File: src/design/bdda_pkg.sv
package bdda_pkg;

	// field widths
	localparam int DAY_W   = 5;
	localparam int MONTH_W = 4;
	localparam int YEAR_W  = 14;
	localparam int COUNT_W = 15;

	// width of the weekday sum and of the shared multiplier operands
	localparam int SUM_W   = 15;
	localparam int KMUL_W  = 15;
	localparam int PROD_W  = SUM_W + KMUL_W;

	// reciprocal constants: x / 100 = (x * RECIP100) >> 19, x / 7 = (x * RECIP7) >> 17
	localparam logic [KMUL_W-1:0] RECIP100 = KMUL_W'(5243);
	localparam int                SHIFT100 = 19;
	localparam logic [KMUL_W-1:0] RECIP7   = KMUL_W'(18725);
	localparam int                SHIFT7   = 17;

	localparam int Q100_W = PROD_W - SHIFT100;
	localparam int Q7_W   = PROD_W - SHIFT7;

	// month codes
	localparam logic [MONTH_W-1:0] MONTH_JAN = MONTH_W'(1);
	localparam logic [MONTH_W-1:0] MONTH_FEB = MONTH_W'(2);
	localparam logic [MONTH_W-1:0] MONTH_DEC = MONTH_W'(12);

	// weekday orders, sunday is zero
	localparam logic [2:0] WD_FRI = 3'd5;
	localparam logic [2:0] WD_SAT = 3'd6;

	// position of the current year inside its century
	localparam logic [6:0] YEAR_LAST_IN_CENTURY = 7'd99;
	localparam logic [6:0] CENTURY             = 7'd100;

	// length of a month, zero for a month code that means nothing
	function automatic logic [DAY_W-1:0] month_days(input logic [MONTH_W-1:0] m,
			input logic leap);
		logic [DAY_W-1:0] len;
		case (m)
			4'd1:    len = 5'd31;
			4'd2:    len = leap ? 5'd29 : 5'd28;
			4'd3:    len = 5'd31;
			4'd4:    len = 5'd30;
			4'd5:    len = 5'd31;
			4'd6:    len = 5'd30;
			4'd7:    len = 5'd31;
			4'd8:    len = 5'd31;
			4'd9:    len = 5'd30;
			4'd10:   len = 5'd31;
			4'd11:   len = 5'd30;
			4'd12:   len = 5'd31;
			default: len = 5'd0;
		endcase
		return len;
	endfunction

	// month term of the weekday sum: (31 * shifted month) / 12, march is month one
	function automatic logic [DAY_W-1:0] month_term(input logic [MONTH_W-1:0] m);
		logic [DAY_W-1:0] t;
		case (m)
			4'd1:    t = 5'd28;
			4'd2:    t = 5'd31;
			4'd3:    t = 5'd2;
			4'd4:    t = 5'd5;
			4'd5:    t = 5'd7;
			4'd6:    t = 5'd10;
			4'd7:    t = 5'd12;
			4'd8:    t = 5'd15;
			4'd9:    t = 5'd18;
			4'd10:   t = 5'd20;
			4'd11:   t = 5'd23;
			4'd12:   t = 5'd25;
			default: t = 5'd0;
		endcase
		return t;
	endfunction

endpackage

File: src/design/business_day_date_adder.sv
// channel  | valid     | stall     | payload
// input    | in_valid  | in_stall  | start_day, start_month, start_year, business_days
// output   | out_valid | out_stall | end_day, end_month, end_year, date_error
//
// one transaction at a time: in_stall is high from acceptance until the result is taken
// setup uses one shared multiplier for the /100 and mod 7 steps, then the
// calendar walk advances one calendar day at a time until the count is spent
// an invalid start date skips the mod 7 steps and the walk, and its result follows S_SUM
// reset clears the sequencer only; the result is held while out_stall is high
module business_day_date_adder (
	input  logic                         clk,
	input  logic                         arst_n,
	input  logic                         in_valid,
	output logic                         in_stall,
	input  logic [bdda_pkg::DAY_W-1:0]   start_day,
	input  logic [bdda_pkg::MONTH_W-1:0] start_month,
	input  logic [bdda_pkg::YEAR_W-1:0]  start_year,
	input  logic [bdda_pkg::COUNT_W-1:0] business_days,
	output logic                         out_valid,
	input  logic                         out_stall,
	output logic [bdda_pkg::DAY_W-1:0]   end_day,
	output logic [bdda_pkg::MONTH_W-1:0] end_month,
	output logic [bdda_pkg::YEAR_W-1:0]  end_year,
	output logic                         date_error
);
	import bdda_pkg::*;

	typedef enum logic [6:0] {
		S_IDLE = 7'b0000001,
		S_Y100 = 7'b0000010,
		S_YREM = 7'b0000100,
		S_SUM  = 7'b0001000,
		S_MOD7 = 7'b0010000,
		S_REM7 = 7'b0100000,
		S_WALK = 7'b1000000
	} state_t;

	// S_WALK doubles as the result state once the count is spent or the start date is invalid
	state_t              state_q;
	logic                done_q;

	logic [DAY_W-1:0]    d_q;
	logic [MONTH_W-1:0]  m_q;
	logic [YEAR_W-1:0]   y_q;
	logic [COUNT_W-1:0]  n_q;
	logic [2:0]          wd_q;
	logic [6:0]          ymod100_q;
	logic [1:0]          cent_q;
	logic                err_q;
	logic [SUM_W-1:0]    sum_q;
	logic [PROD_W-1:0]   prod_q;

	logic [SUM_W-1:0]    mul_a;
	logic [KMUL_W-1:0]   mul_k;
	logic [YEAR_W-1:0]   yy;
	logic [Q100_W-1:0]   q100;
	logic [Q7_W-1:0]     q7;
	logic                leap;
	logic [DAY_W-1:0]    dim;
	logic                bad_date;
	logic [SUM_W-1:0]    wd_sum;

	// leap year from the position inside the century and the century count mod 4
	assign leap = (ymod100_q == 7'd0) ? (cent_q == 2'd0) : (ymod100_q[1:0] == 2'd0);
	assign dim  = month_days(m_q, leap);

	// january and february count as months of the previous year
	assign yy = (m_q <= MONTH_FEB) ? (y_q - YEAR_W'(1)) : y_q;

	assign q100 = prod_q[PROD_W-1:SHIFT100];
	assign q7   = prod_q[PROD_W-1:SHIFT7];

	// shared multiplier operand selection
	always_comb begin
		case (state_q)
			S_Y100: begin
				mul_a = SUM_W'(y_q);
				mul_k = RECIP100;
			end
			S_YREM: begin
				mul_a = SUM_W'(yy);
				mul_k = RECIP100;
			end
			default: begin
				mul_a = sum_q;
				mul_k = RECIP7;
			end
		endcase
	end

	// start date check and weekday sum, the product holds yy * RECIP100 here
	assign bad_date = (y_q == YEAR_W'(0)) || (m_q < MONTH_JAN) || (m_q > MONTH_DEC)
		|| (d_q == DAY_W'(0)) || (d_q > dim);
	assign wd_sum = SUM_W'(d_q) + SUM_W'(yy) + SUM_W'(yy >> 2) - SUM_W'(q100)
		+ SUM_W'(q100 >> 2) + SUM_W'(month_term(m_q));

	// sequencer
	always_ff @(posedge clk or negedge arst_n) begin
		if (!arst_n) begin
			state_q <= S_IDLE;
			done_q  <= 1'b0;
		end else begin
			case (state_q)
				S_IDLE: begin
					if (in_valid) begin
						state_q <= S_Y100;
					end
				end
				S_Y100: state_q <= S_YREM;
				S_YREM: state_q <= S_SUM;
				S_SUM: begin
					if (bad_date) begin
						state_q <= S_WALK;
						done_q  <= 1'b1;
					end else begin
						state_q <= S_MOD7;
					end
				end
				S_MOD7: state_q <= S_REM7;
				S_REM7: state_q <= S_WALK;
				S_WALK: begin
					if (done_q) begin
						if (!out_stall) begin
							state_q <= S_IDLE;
							done_q  <= 1'b0;
						end
					end else if (n_q == COUNT_W'(0)) begin
						done_q <= 1'b1;
					end
				end
				default: begin
					state_q <= S_IDLE;
					done_q  <= 1'b0;
				end
			endcase
		end
	end

	// datapath
	always_ff @(posedge clk) begin
		prod_q <= PROD_W'(mul_a) * PROD_W'(mul_k);
		case (state_q)
			S_IDLE: begin
				d_q <= start_day;
				m_q <= start_month;
				y_q <= start_year;
				n_q <= business_days;
			end
			S_YREM: begin
				ymod100_q <= 7'(y_q - YEAR_W'(q100) * YEAR_W'(CENTURY));
				cent_q    <= q100[1:0];
			end
			S_SUM: begin
				err_q <= bad_date;
				sum_q <= wd_sum;
			end
			S_REM7: begin
				wd_q <= 3'(sum_q - SUM_W'(q7) * SUM_W'(7));
			end
			S_WALK: begin
				// one calendar day per cycle, count only days other than friday and saturday
				if (!done_q && n_q != COUNT_W'(0)) begin
					if (wd_q != WD_FRI && wd_q != WD_SAT) begin
						n_q <= n_q - COUNT_W'(1);
					end
					wd_q <= (wd_q == WD_SAT) ? 3'd0 : wd_q + 3'd1;
					if (d_q == dim) begin
						d_q <= DAY_W'(1);
						if (m_q == MONTH_DEC) begin
							m_q <= MONTH_JAN;
							y_q <= y_q + YEAR_W'(1);
							if (ymod100_q == YEAR_LAST_IN_CENTURY) begin
								ymod100_q <= 7'd0;
								cent_q    <= cent_q + 2'd1;
							end else begin
								ymod100_q <= ymod100_q + 7'd1;
							end
						end else begin
							m_q <= m_q + MONTH_W'(1);
						end
					end else begin
						d_q <= d_q + DAY_W'(1);
					end
				end
			end
			default: begin
			end
		endcase
	end

	assign in_stall   = (state_q != S_IDLE);
	assign out_valid  = (state_q == S_WALK) && done_q;
	assign end_day    = d_q;
	assign end_month  = m_q;
	assign end_year   = y_q;
	assign date_error = err_q;

endmodule

File: config.mk
export PLATFORM = sky130hd
export DESIGN_NAME = business_day_date_adder
export DESIGN_NICKNAME = d
export VERILOG_FILES = /design/src/design/bdda_pkg.sv /design/src/design/business_day_date_adder.sv
export SDC_FILE = /design/constraint.sdc
export NUM_CORES = 1
export LEC_CHECK = 0
export ABC_AREA = 1
export BUFFER_PORTS_ARGS = -buffer_cell sky130_fd_sc_hd__buf_4
export CAP_MARGIN = 15
export CORE_MARGIN = 4
export CORE_UTILIZATION = 50
export DETAILED_ROUTE_END_ITERATION = 10
export GPL_TIMING_DRIVEN = 0
export PLACE_DENSITY_LB_ADDON = 0.08
export SYNTH_ARGS = -nofsm -noshare
export SYNTH_HDL_FRONTEND = slang
export SYNTH_SLANG_ARGS = --single-unit
export TNS_END_PERCENT = 1
File: constraint.sdc
create_clock -name clk -period 9.4 [get_ports clk]
set_clock_uncertainty 0.05 [all_clocks]
set_input_delay 0.47 -clock clk [delete_from_list [all_inputs] [get_ports clk]]
set_output_delay 0.47 -clock clk [all_outputs]
set_load 0.01 [all_outputs]
# ---- Yosys cells after proc, flatten, opt, wreduce, memory -nomap -nowiden
# Memories as Yosys holds them, arrays and structs flattened. A register that Yosys moved wholly into a read port is not among the register bits.
# Index checks and enable logic that the tools add are counted.
dict set report totals {
  in_bits 42
  output_inout_bits 26
  ff_bits 104
  elab_cells 145
  rom_bits 80
  n_memories 1
}
dict set report classes {
  mul 3
  n_eq_ne 34
  n_reduce_logical 31
  add_sub_neg 15
  n_lt_le_gt_ge 4
  bitwise 1
  muxes 44
}
# memory depth width read_ports rd_clocked_by_memory_dff write_ports line
set memory_table {}
lappend memory_table {{(name not given)} 16 5 1 1 0 bdda_pkg.sv:61} ;# case (m)
# op n
set ops {}
lappend ops {{case mux 15 bit (2 select lines)} 2}
lappend ops {{two-way mux 14 bit} 4}
lappend ops {{two-way mux 7 bit} 8}
lappend ops {{case mux 7 bit (7 select lines)} 1}
lappend ops {{two-way mux 15 bit} 3}
lappend ops {{multiplier 15 x 15 -> 30 bit} 1}
lappend ops {{case mux 14 bit (2 select lines)} 1}
lappend ops {{== test 4 bit (second input constant)} 5}
lappend ops {{!= test 2 bit (second input constant)} 9}
lappend ops {{== test 4 x 3 -> 1 bit (second input constant)} 4}
lappend ops {{two-way mux 4 bit} 4}
lappend ops {{adder 15 x 12 -> 15 bit} 1}
lappend ops {{adder 15 x 5 -> 15 bit} 1}
lappend ops {{adder 15 x 9 -> 15 bit} 1}
lappend ops {{adder 5 x 14 -> 15 bit} 1}
lappend ops {{logical NOT 15 bit} 1}
lappend ops {{case mux 5 bit (3 select lines)} 1}
lappend ops {{nonzero test 15 bit} 1}
lappend ops {{subtractor 15 x 1 -> 15 bit (second input constant)} 1}
lappend ops {{subtractor 15 x 11 -> 15 bit} 1}
lappend ops {{adder 14 x 1 -> 14 bit (second input constant)} 1}
lappend ops {{== test 7 bit (second input constant)} 2}
lappend ops {{logical NOT 14 bit} 1}
lappend ops {{case mux 7 bit (2 select lines)} 1}
lappend ops {{51 further kinds} 76}

# ---- Logic depth before layout (Yosys ltp)
# Gate-level depths: netlist (run 1).
dict set report logic_depth {
  ltp_word 9
  ltp_mapped 37
  mapped_depth_nobuf 37
}

# ---- Least setup slack after synthesis (run 1)
# OpenSTA, ideal clock, no wires.
dict set report synth_path {
  path_kind {flip-flop to flip-flop}
  from {register m_q[0] (netlist: end_month[0])}
  to {register prod_q[22]}
  synth_period_minus_slack_ps 6651
  setup_time_ps 112
  path_stages_with_launch 33
  path_buffers 0
  required_ps 9238
  arrival_time_ps 6489
  path_slack_ps 2749
  path_cell_list {edfxtp_1 inv_1 ha_1 inv_1 nand2_2 nand2_4 nor2_2 nand2_2 nor3_4 o21ai_2 nand2_2 o21ai_2 o21a_1 fa_1 inv_1 fa_1 inv_1 fa_1 inv_1 fa_1 inv_1 fa_1 inv_1 fa_1 inv_1 ha_1 a21o_1 a21boi_0 nor2_1 a2111oi_0 nand2_1 nand2_1 nand2_1}
}
dict set report synth_via {
  elab_chain_len 4
}
# element line
set synth_rtl {}
lappend synth_rtl {{start, declared} business_day_date_adder.sv:43} ;# logic [MONTH_W-1:0] m_q;
lappend synth_rtl {{start signal, assigned} business_day_date_adder.sv:145} ;# m_q <= start_month;
lappend synth_rtl {{start signal, assigned} business_day_date_adder.sv:179} ;# m_q <= m_q + MONTH_W'(1);
lappend synth_rtl {{<= comparator 4 x 2 -> 1 bit} business_day_date_adder.sv:68} ;# assign yy = (m_q <= MONTH_FEB) ? (y_q - YEAR_W'(1)) : y_q;
lappend synth_rtl {{two-way mux 14 bit} business_day_date_adder.sv:68}
lappend synth_rtl {{case mux 15 bit (2 select lines)} business_day_date_adder.sv:75} ;# case (state_q)
lappend synth_rtl {{multiplier 15 x 15 -> 30 bit} business_day_date_adder.sv:141} ;# prod_q <= PROD_W'(mul_a) * PROD_W'(mul_k);
lappend synth_rtl {{end signal, assigned} business_day_date_adder.sv:141}
lappend synth_rtl {{end, declared} business_day_date_adder.sv:51} ;# logic [PROD_W-1:0] prod_q;
# No other way between the ends.
# A chain may end at the register's enable or synchronous reset.

# ---- Worst setup path after layout (run 1)
dict set report layout_path {
  from {register m_q[0] (netlist: end_month[0])}
  to {register prod_q[27]}
}
# The elaborated chain is that of the path after synthesis.

==> flow_summary.ini, run 1 <==
[global_routing]
grt_pass1_wl_microns = 54700
grt_start_max_net_pins = 19
grt_antenna_before_repair = 0
gr-usage-all-layers = 0.247
grt_pass1_vias = 10200
overflow = 0

[hold_path]
hold_end = state_q[0]
holdCritStartpoint = in_valid
min_delay_path_depth = 2
holdCritPathClass = in -> reg

[route]
postRouteWirelength_microns = 33300
detail-route-antenna-nets = 0
vias = 10100
vias_per_cell = 5.12
wire_per_inst_microns = 16.9
first_pass_iters = 6
drc = 0
drt_first_iter_violations = 658

[cells_and_area]
fin_nets = 1980
fill_cells = 2444
diodes = 0
syn_to_final_growth_pct = 10.9
drive_above_1_share = 0.107

[clock_tree]
cts_tree = done
cts_resized = 0
worstSkewPairLatency_ns = 0.36
cts_buffer_depth = 2
numCtsBuffers = 9
cts.sinks = 92
htreeDepth = 3
cts_root_buffer = clkbuf_16
clkSlewWorstSetupHoldPaths_ns = 0.08

[placement]
gp_congestion = 0.960
io_buffer_count = 67
hpwlAfterDp_microns = 28500

[critical_path]
arrival_ns = 7.62
required_ns = 9.60
crit_fanout = 8
r2r_cells = 35
cp_common_cell = nand2_1
critPathCaptureType = register
critPathKind = reg -> reg
r2r_end = prod_q[27]
ff2ff_setup_slack_ns = 1.97
cpMaxStageDelayCell = fa_1
max_stage_delay_ns = 0.55
rr_startpoint = end_month[0]
critPathLaunchType = register

[timing]
worstMarginPinSlew_ns = 1.08
max_freq_ghz = 0.135
finalSetupTns_ns = 0
post-route-min-period_ns = 7.43
drv_slew = 0
rsz0062_at_grt = false
timing.slew.headroom = 0.276
hold_viol = 0
period_share = 0.790
finalSetupViolCount = 0

[yosys]
synth_seq_cells = 92
syn_area_sq_um = 12700
synthArstFlopShare = 0.0870
synthFlopType = edfxtp_1
syn_avg_cell_area_sq_um = 8.36
synthCells = 1519
synth_edf_count = 66
yosysWarnings = 0
ys_seq_area_frac = 0.200
synth.distinct_cells = 64

[floorplan]
die_h_microns = 167
dieWidth_microns = 167
start_util = 0.506
fp.dieArea_sq_um = 28000
ios = 68
coreArea_sq_um = 25100
num_rows = 58

[outcome]
status = finished, final reports clean

[job]
cap_violations = 0
## repair_timing
| item | 4_1_cts | 5_1_grt |
|---|---|---|
| hold endpoints to repair | 7 | 0 |
| setup endpoints to repair | 0 | 0 |
| setup buffers | 0 | 0 |
| hold buffers | 1 | 0 |
## cells in the final DEF, fill, tap and decap left out, types with 20 or more instances in the layout
cell type / count
fa_1: 130
edfxtp_1: 66
nor3_1: 24
conb_1: 39
o21ai_0: 63
inv_1: 331
nand3_1: 50
buf_4: 71
xor2_1: 43
nor2_1: 85
clkbuf_1: 20
nand2_1: 259
a21oi_1: 58
ha_1: 170
## how the worst max path moves through the flow
| stage | end | start |
|---|---|---|
| 6_report | prod_q[27] | end_month[0] |
| 5_1_grt | prod_q[27] | end_month[0] |
| 4_1_cts | prod_q[22] | end_month[0] |
| 3_5_place_dp | prod_q[22] | end_month[0] |
| 3_3_place_gp | prod_q[22] | end_month[0] |
| 2_1_floorplan | prod_q[22] | end_month[0] |
## kinds of logic after synthesis
logic type                 after synthesis  synth area share
and+or+nand+nor                        487             0.174
buffers and inverters                  377             0.114
adders and majority gates              300             0.372
AOI/OAI and AO/OA                      197            0.0934
DFF                                     92             0.200
xor gates and xnor gates                64            0.0453
other                                    2          0.000591
## stage by stage
step	std cells	hold WS [ns]	cell area [sq um]	setup WS (ns)	utilization
after CTS	1973	0.214	14100	1.99	0.561
after global placement	1953	0.243	13800	2.01	0.548
after global routing	1973	0.215	14100	1.40	0.561
final	1973	0.223	14100	1.97	0.561
after detailed placement	1956	0.243	13800	2.04	0.549
after floorplan	1556	0.124	12800	2.75	-
## registers in the layout (all words and copies together), names as in the netlist, named ones only
| name | flops |
|---|---|
| ymod100_q | 7 |
| state_q | 7 |
| cent_q | 2 |
| sum_q | 15 |
| end_month | 4 |
| done_q | 1 |
| end_year | 14 |
| n_q | 15 |
| end_day | 5 |
| date_error | 1 |
| prod_q | 13 |
| wd_q | 3 |
## synth_stat cells, types with 14 or more instances
cell	count	area, sq um
inv_1	331	1240
nand2_1	259	972
ha_1	170	2130
fa_1	130	2600
nor2_1	86	323
edfxtp_1	66	1980
o21ai_0	64	320
a21oi_1	58	290
nand3_1	50	250
xor2_1	43	377
nor3_1	24	120
clkbuf_1	20	75.1
xnor2_1	19	166
dfxtp_1	18	360
inv_2	14	52.6
## worst max-delay path, delay by kind of cell (launching register included)
family / cells / cell delay, ns
AOI/OAI and AO/OA: 5 / 0.85
xor gates and xnor gates: 1 / 0.40
adders and majority gates: 8 / 3.30
buffers and inverters: 8 / 0.72
DFF: 1 / 0.53
and+or+nand+nor: 13 / 1.43
## per-layer routing
layer | vias to the layer above | part of all wire | GRT usage | routed length (microns)
met5 | - | 0 | 0 | 0
met4 | 0 | 0.015 | 0.0473 | 504
met3 | 35 | 0.057 | 0.0335 | 1920
met2 | 250 | 0.45 | 0.388 | 15100
met1 | 4827 | 0.47 | 0.369 | 15800
li1 | 4981 | - | - | -
## final cells by class
| type | count | area (sq um) | share of cell area |
|---|---|---|---|
| Inverter | 348 | 1310 | 0.0931 |
| Clock inverter | 7 | 66.3 | 0.00471 |
| Clock buffer | 9 | 225 | 0.0160 |
| Buffer | 29 | 134 | 0.00950 |
| Tap cell | 330 | 413 | 0.0293 |
| Sequential cell | 92 | 2540 | 0.181 |
| Multi-Input combinational cell | 1087 | 8860 | 0.629 |
| Timing Repair Buffer | 71 | 536 | 0.0380 |
Power of run 1 is left out: the tool's default activity adds up to more than one toggle a clock period on the data nets, which glitch-free logic cannot reach.
==> inputs of run 2 (changes only) <==
==> constraint.sdc (replaced) <==
create_clock -name clk -period 6.2 [get_ports clk]
set_clock_uncertainty 0.05 [all_clocks]
set_input_delay 0.31 -clock clk [delete_from_list [all_inputs] [get_ports clk]]
set_output_delay 0.31 -clock clk [all_outputs]
set_load 0.01 [all_outputs]
==> run 2 against run 1 <==
Effect of this change: the run now ends with negative setup slack left; final area grew 8.1%; hold slack lost 0.16 ns; clock-buffer cell count did not move; sequential share of layout area decreased by 1.3 points; sequential cell count is the same; core utilization up 4.5 points; register-to-register slack got worse by 2.3 ns; wire length up 2.9%; worst setup slack got worse by 2.3 ns; first-iteration DRC count rose by 8.5%; via count up 2.3%.
==> flow_summary.ini, run 2 (synthesized netlist as in run 1, its figures left out) <==
[outcome]
status = finished, violations left
violations = negative setup slack

[floorplan]
die_h_microns = 167
dieWidth_microns = 167
ios = 68
coreArea_sq_um = 25100
fp.dieArea_sq_um = 28000
start_util = 0.506
num_rows = 58

[cells_and_area]
seq_area_sq_um = 2540
fill_cells = 2278
fin_nets = 2039
diodes = 0
drive_above_1_share = 0.194
final_cell_mix = 313 x inv_1, 238 x nand2_1, 158 x ha_1
multi_input_area_sq_um = 9440
syn_to_final_growth_pct = 19.9
layout_commonest_cell = inv_1

[timing]
finalSetupTns_ns = -3.22
period_share = 1.05
max_freq_ghz = 0.153
rsz0062_at_grt = true
drv_slew = 0
timing.slew.headroom = 0.255
post-route-min-period_ns = 6.52
hold_viol = 0
worstMarginPinSlew_ns = 1.11
setup_slack_ns = -0.322
finalSetupViolCount = 13

[route]
drc = 0
first_pass_iters = 5
detail-route-antenna-nets = 0
wire_per_inst_microns = 16.9
vias = 10300
postRouteWirelength_microns = 34300
vias_per_cell = 5.08
drt_first_iter_violations = 714

[global_routing]
overflow = 0
grt_pass1_wl_microns = 55300
grt_pass1_vias = 10300
gr-usage-all-layers = 0.250
grt_start_max_net_pins = 19
grt_antenna_before_repair = 1

[critical_path]
critPathKind = reg -> reg
cp_common_cell = fa_1
rr_startpoint = end_year[0]
r2r_cells = 31
critPathCapture = prod_q[28]
required_ns = 6.39
critPathCaptureType = register
r2r_end = prod_q[28]
cpMaxStageDelayCell = fa_1
crit_path_start = end_year[0]
max_stage_delay_ns = 0.54
ff2ff_setup_slack_ns = -0.32
critPathLaunchType = register
crit_fanout = 4
arrival_ns = 6.71

[clock_tree]
htreeDepth = 3
clkSlewWorstSetupHoldPaths_ns = 0.08
cts_root_buffer = clkbuf_16
worstSkewPairLatency_ns = 0.36
cts.sinks = 92
cts_buffer_depth = 2
numCtsBuffers = 9
cts_tree = done

[placement]
gp_congestion = 0.936
hpwlAfterDp_microns = 29000
io_buffer_count = 67
dpl_worst_slack_ns = -1.01

[job]
cap_violations = 0

[hold_path]
min_delay_path_depth = 2
holdCritPathClass = in -> reg
[run 2: changes by cell type in the layout (fill, tap and decap cells not counted), moves of 16 or more]
cell,change
nand2_1,-21
buf_4,+54
inv_2,+16
nand2_2,+16
inv_1,-18
[run 2: final cells by class]
type	instances	share of cell area
Multi-Input combinational cell	1087	0.620
Sequential cell	92	0.167
Inverter	348	0.0868
Timing Repair Buffer	130	0.0663
Tap cell	330	0.0271
Clock buffer	9	0.0148
Buffer	29	0.00986
Clock inverter	7	0.00773
[run 2: repair_timing]
action | CTS | global route
pin swaps | 39 | 42
hold buffers | 1 | 0
setup endpoints to repair | 13 | 13
endpoints found under the hold margin | 8 | 0
buffers inserted | 39 | 19
gates resized for setup | 62 | 41
[run 2: worst min-delay path by stage]
stage,from,end,slack [ns]
5_1_grt,in_valid,state_q[0],0.07
3_5_place_dp,arst_n,state_q[1],0.09
6_report,in_valid,state_q[0],0.06
2_1_floorplan,arst_n,done_q,-0.04
4_1_cts,in_valid,state_q[0],0.06
3_3_place_gp,arst_n,done_q,0.09
[run 2: routing by layer]
layer  track usage  vias to the layer above  share of wire
met4        0.0529                        0          0.019
met5             0                        -              0
li1              -                     5100              -
met3        0.0335                       35          0.051
met1         0.370                     4949           0.48
met2         0.395                      245           0.45
[run 2: per-stage QoR]
step / instances / cell area [sq um] / util / hold WS, ns
6_report: 2032 / 15200 / 0.606 / 0.0645
5_1_grt: 2032 / 15200 / 0.606 / 0.0744
4_1_cts: 2013 / 14900 / 0.594 / 0.0587
3_5_place_dp: 1957 / 14000 / 0.557 / 0.0856
3_3_place_gp: 1953 / 13900 / 0.555 / 0.0870
2_1_floorplan: 1556 / 13000 / - / -0.0356
[run 2: worst max-delay path: cells and delay by family, from the launching register on]
| kind | cells | cell delay, ns |
|---|---|---|
| adder cells (fa/ha/maj) | 8 | 3.38 |
| AO/OA/AOI/OAI | 8 | 1.17 |
| AND/OR/NAND/NOR | 7 | 0.72 |
| flip-flops | 1 | 0.47 |
| buffers and inverters | 7 | 0.43 |
| XOR/XNOR | 1 | 0.15 |
Power of run 2 is left out for the same reason.
==> inputs of run 3 (changes only) <==
--- a/config.mk
+++ b/config.mk
@@ -7,12 +7,12 @@
 export LEC_CHECK = 0
 export ABC_AREA = 1
 export BUFFER_PORTS_ARGS = -buffer_cell sky130_fd_sc_hd__buf_4
-export CAP_MARGIN = 15
 export CORE_MARGIN = 4
 export CORE_UTILIZATION = 50
 export DETAILED_ROUTE_END_ITERATION = 10
 export GPL_TIMING_DRIVEN = 0
 export PLACE_DENSITY_LB_ADDON = 0.08
+export REMOVE_ABC_BUFFERS = 1
 export SYNTH_ARGS = -nofsm -noshare
 export SYNTH_HDL_FRONTEND = slang
 export SYNTH_SLANG_ARGS = --single-unit
==> run 3 against run 2 <==
Effect of this change: the run still ends with negative setup slack left; critical path depth decreased by 3; sequential cell count unchanged; final area decreased by 0.13%; non-clock buffer count decreased by 14; core utilization decreased by 0.080 points; hold slack got worse by 0.0030 ns; global-route usage decreased by 2.1 points; die area unchanged; via count decreased by 2.0%; final cell count decreased by 0.64%; critical path type unchanged.
==> flow_summary.ini, run 3 (synthesized netlist as in run 1, its figures left out) <==
[outcome]
status = finished, violations left
violations = negative setup slack

[critical_path]
arrival_ns = 6.71
cpMaxStageDelayCell = fa_1
ff2ff_setup_slack_ns = -0.30
critPathLaunchType = register
crit_fanout = 7
cp_common_cell = fa_1
r2r_cells = 28
max_stage_delay_ns = 0.54
critPathKind = reg -> reg
crit_path_start = end_year[0]
critPathCaptureType = register
required_ns = 6.41
rr_startpoint = end_year[0]
critPathCapture = prod_q[24]
r2r_end = prod_q[24]

[cells_and_area]
fin_nets = 2026
diodes = 0
drive_above_1_share = 0.211
layout_commonest_cell = inv_1
fill_cells = 2271
seq_area_sq_um = 2540
multi_input_area_sq_um = 9490
final_cell_mix = 305 x inv_1, 235 x nand2_1, 159 x ha_1
syn_to_final_growth_pct = 19.7

[global_routing]
gr-usage-all-layers = 0.228
grt_antenna_before_repair = 0
grt_start_max_net_pins = 59
grt_pass1_vias = 10300
grt_pass1_wl_microns = 51700
overflow = 0

[placement]
dpl_worst_slack_ns = -1.51
io_buffer_count = 67
gp_congestion = 0.918
hpwlAfterDp_microns = 25700

[clock_tree]
worstSkewPairLatency_ns = 0.36
cts_root_buffer = clkbuf_16
clkSlewWorstSetupHoldPaths_ns = 0.08
cts_tree = done
htreeDepth = 3
cts_buffer_depth = 2
cts.sinks = 92
numCtsBuffers = 9

[floorplan]
coreArea_sq_um = 25100
ios = 68
fp.dieArea_sq_um = 28000
start_util = 0.506
die_h_microns = 167
num_rows = 58
dieWidth_microns = 167

[timing]
timing.slew.headroom = 0.206
post-route-min-period_ns = 6.50
setup_slack_ns = -0.302
finalSetupTns_ns = -2.60
drv_slew = 0
worstMarginPinSlew_ns = 1.19
rsz0062_at_grt = true
finalSetupViolCount = 13
hold_viol = 0
period_share = 1.05
max_freq_ghz = 0.154

[route]
postRouteWirelength_microns = 31600
vias_per_cell = 5.01
drc = 0
vias = 10100
detail-route-antenna-nets = 0
first_pass_iters = 5
drt_first_iter_violations = 562
wire_per_inst_microns = 15.6

[job]
cap_violations = 0

[hold_path]
holdCritPathClass = in -> reg
## run 3: final cells by class
class | instances | area share
inverters | 348 | 0.0877
multi-input cells | 1088 | 0.624
clock inverters | 7 | 0.00436
clock buffers | 9 | 0.0148
flip-flops and latches | 92 | 0.167
well taps | 330 | 0.0272
repair buffers | 145 | 0.0744
## run 3: how the worst min path moves through the flow
stage | end | cells after the start | slack [ns] | start
final | state_q[0] | 2 | 0.06 | in_valid
after CTS | state_q[0] | 2 | 0.06 | in_valid
after floorplan | done_q | 0 | -0.04 | arst_n
after global routing | state_q[0] | 2 | 0.06 | in_valid
after detailed placement | done_q | 1 | 0.08 | arst_n
after global placement | done_q | 1 | 0.08 | arst_n
## run 3: critical path: cells and delay by family, from the launching register on
| kind | cells | cell delay, ns |
|---|---|---|
| AOI/OAI and AO/OA | 3 | 0.56 |
| xor gates and xnor gates | 2 | 0.38 |
| adders and majority gates | 7 | 3.27 |
| buffers and inverters | 6 | 0.53 |
| DFF | 1 | 0.43 |
| and+or+nand+nor | 10 | 1.18 |
## run 3: routing by layer
metal  global-route usage  up-vias  share of wire
met3               0.0276       27          0.039
met1                0.316     4817           0.46
li1                     -     5071              -
met2                0.396      208           0.49
met5                    0        -              0
met4               0.0356        0          0.012
## run 3: metrics by stage
| step | cells | util | cell area (sq um) | hold slack [ns] |
|---|---|---|---|---|
| 3_5_place_dp | 1927 | 0.544 | 13600 | 0.0842 |
| 2_1_floorplan | 1527 | - | 12700 | -0.0356 |
| 6_report | 2019 | 0.605 | 15200 | 0.0615 |
| 5_1_grt | 2019 | 0.605 | 15200 | 0.0648 |
| 3_3_place_gp | 1924 | 0.542 | 13600 | 0.0832 |
| 4_1_cts | 1982 | 0.586 | 14700 | 0.0557 |
## run 3: repair_timing
action                                  in CTS  in global routing
hold buffers                                 1                  0
endpoints found under the setup margin      13                 13
setup buffers                               37                 37
gates cloned                                 1                  0
resized for setup                          101                 68
hold endpoints to repair                     8                  0
pin swaps                                   53                 74
Power of run 3 is left out for the same reason.
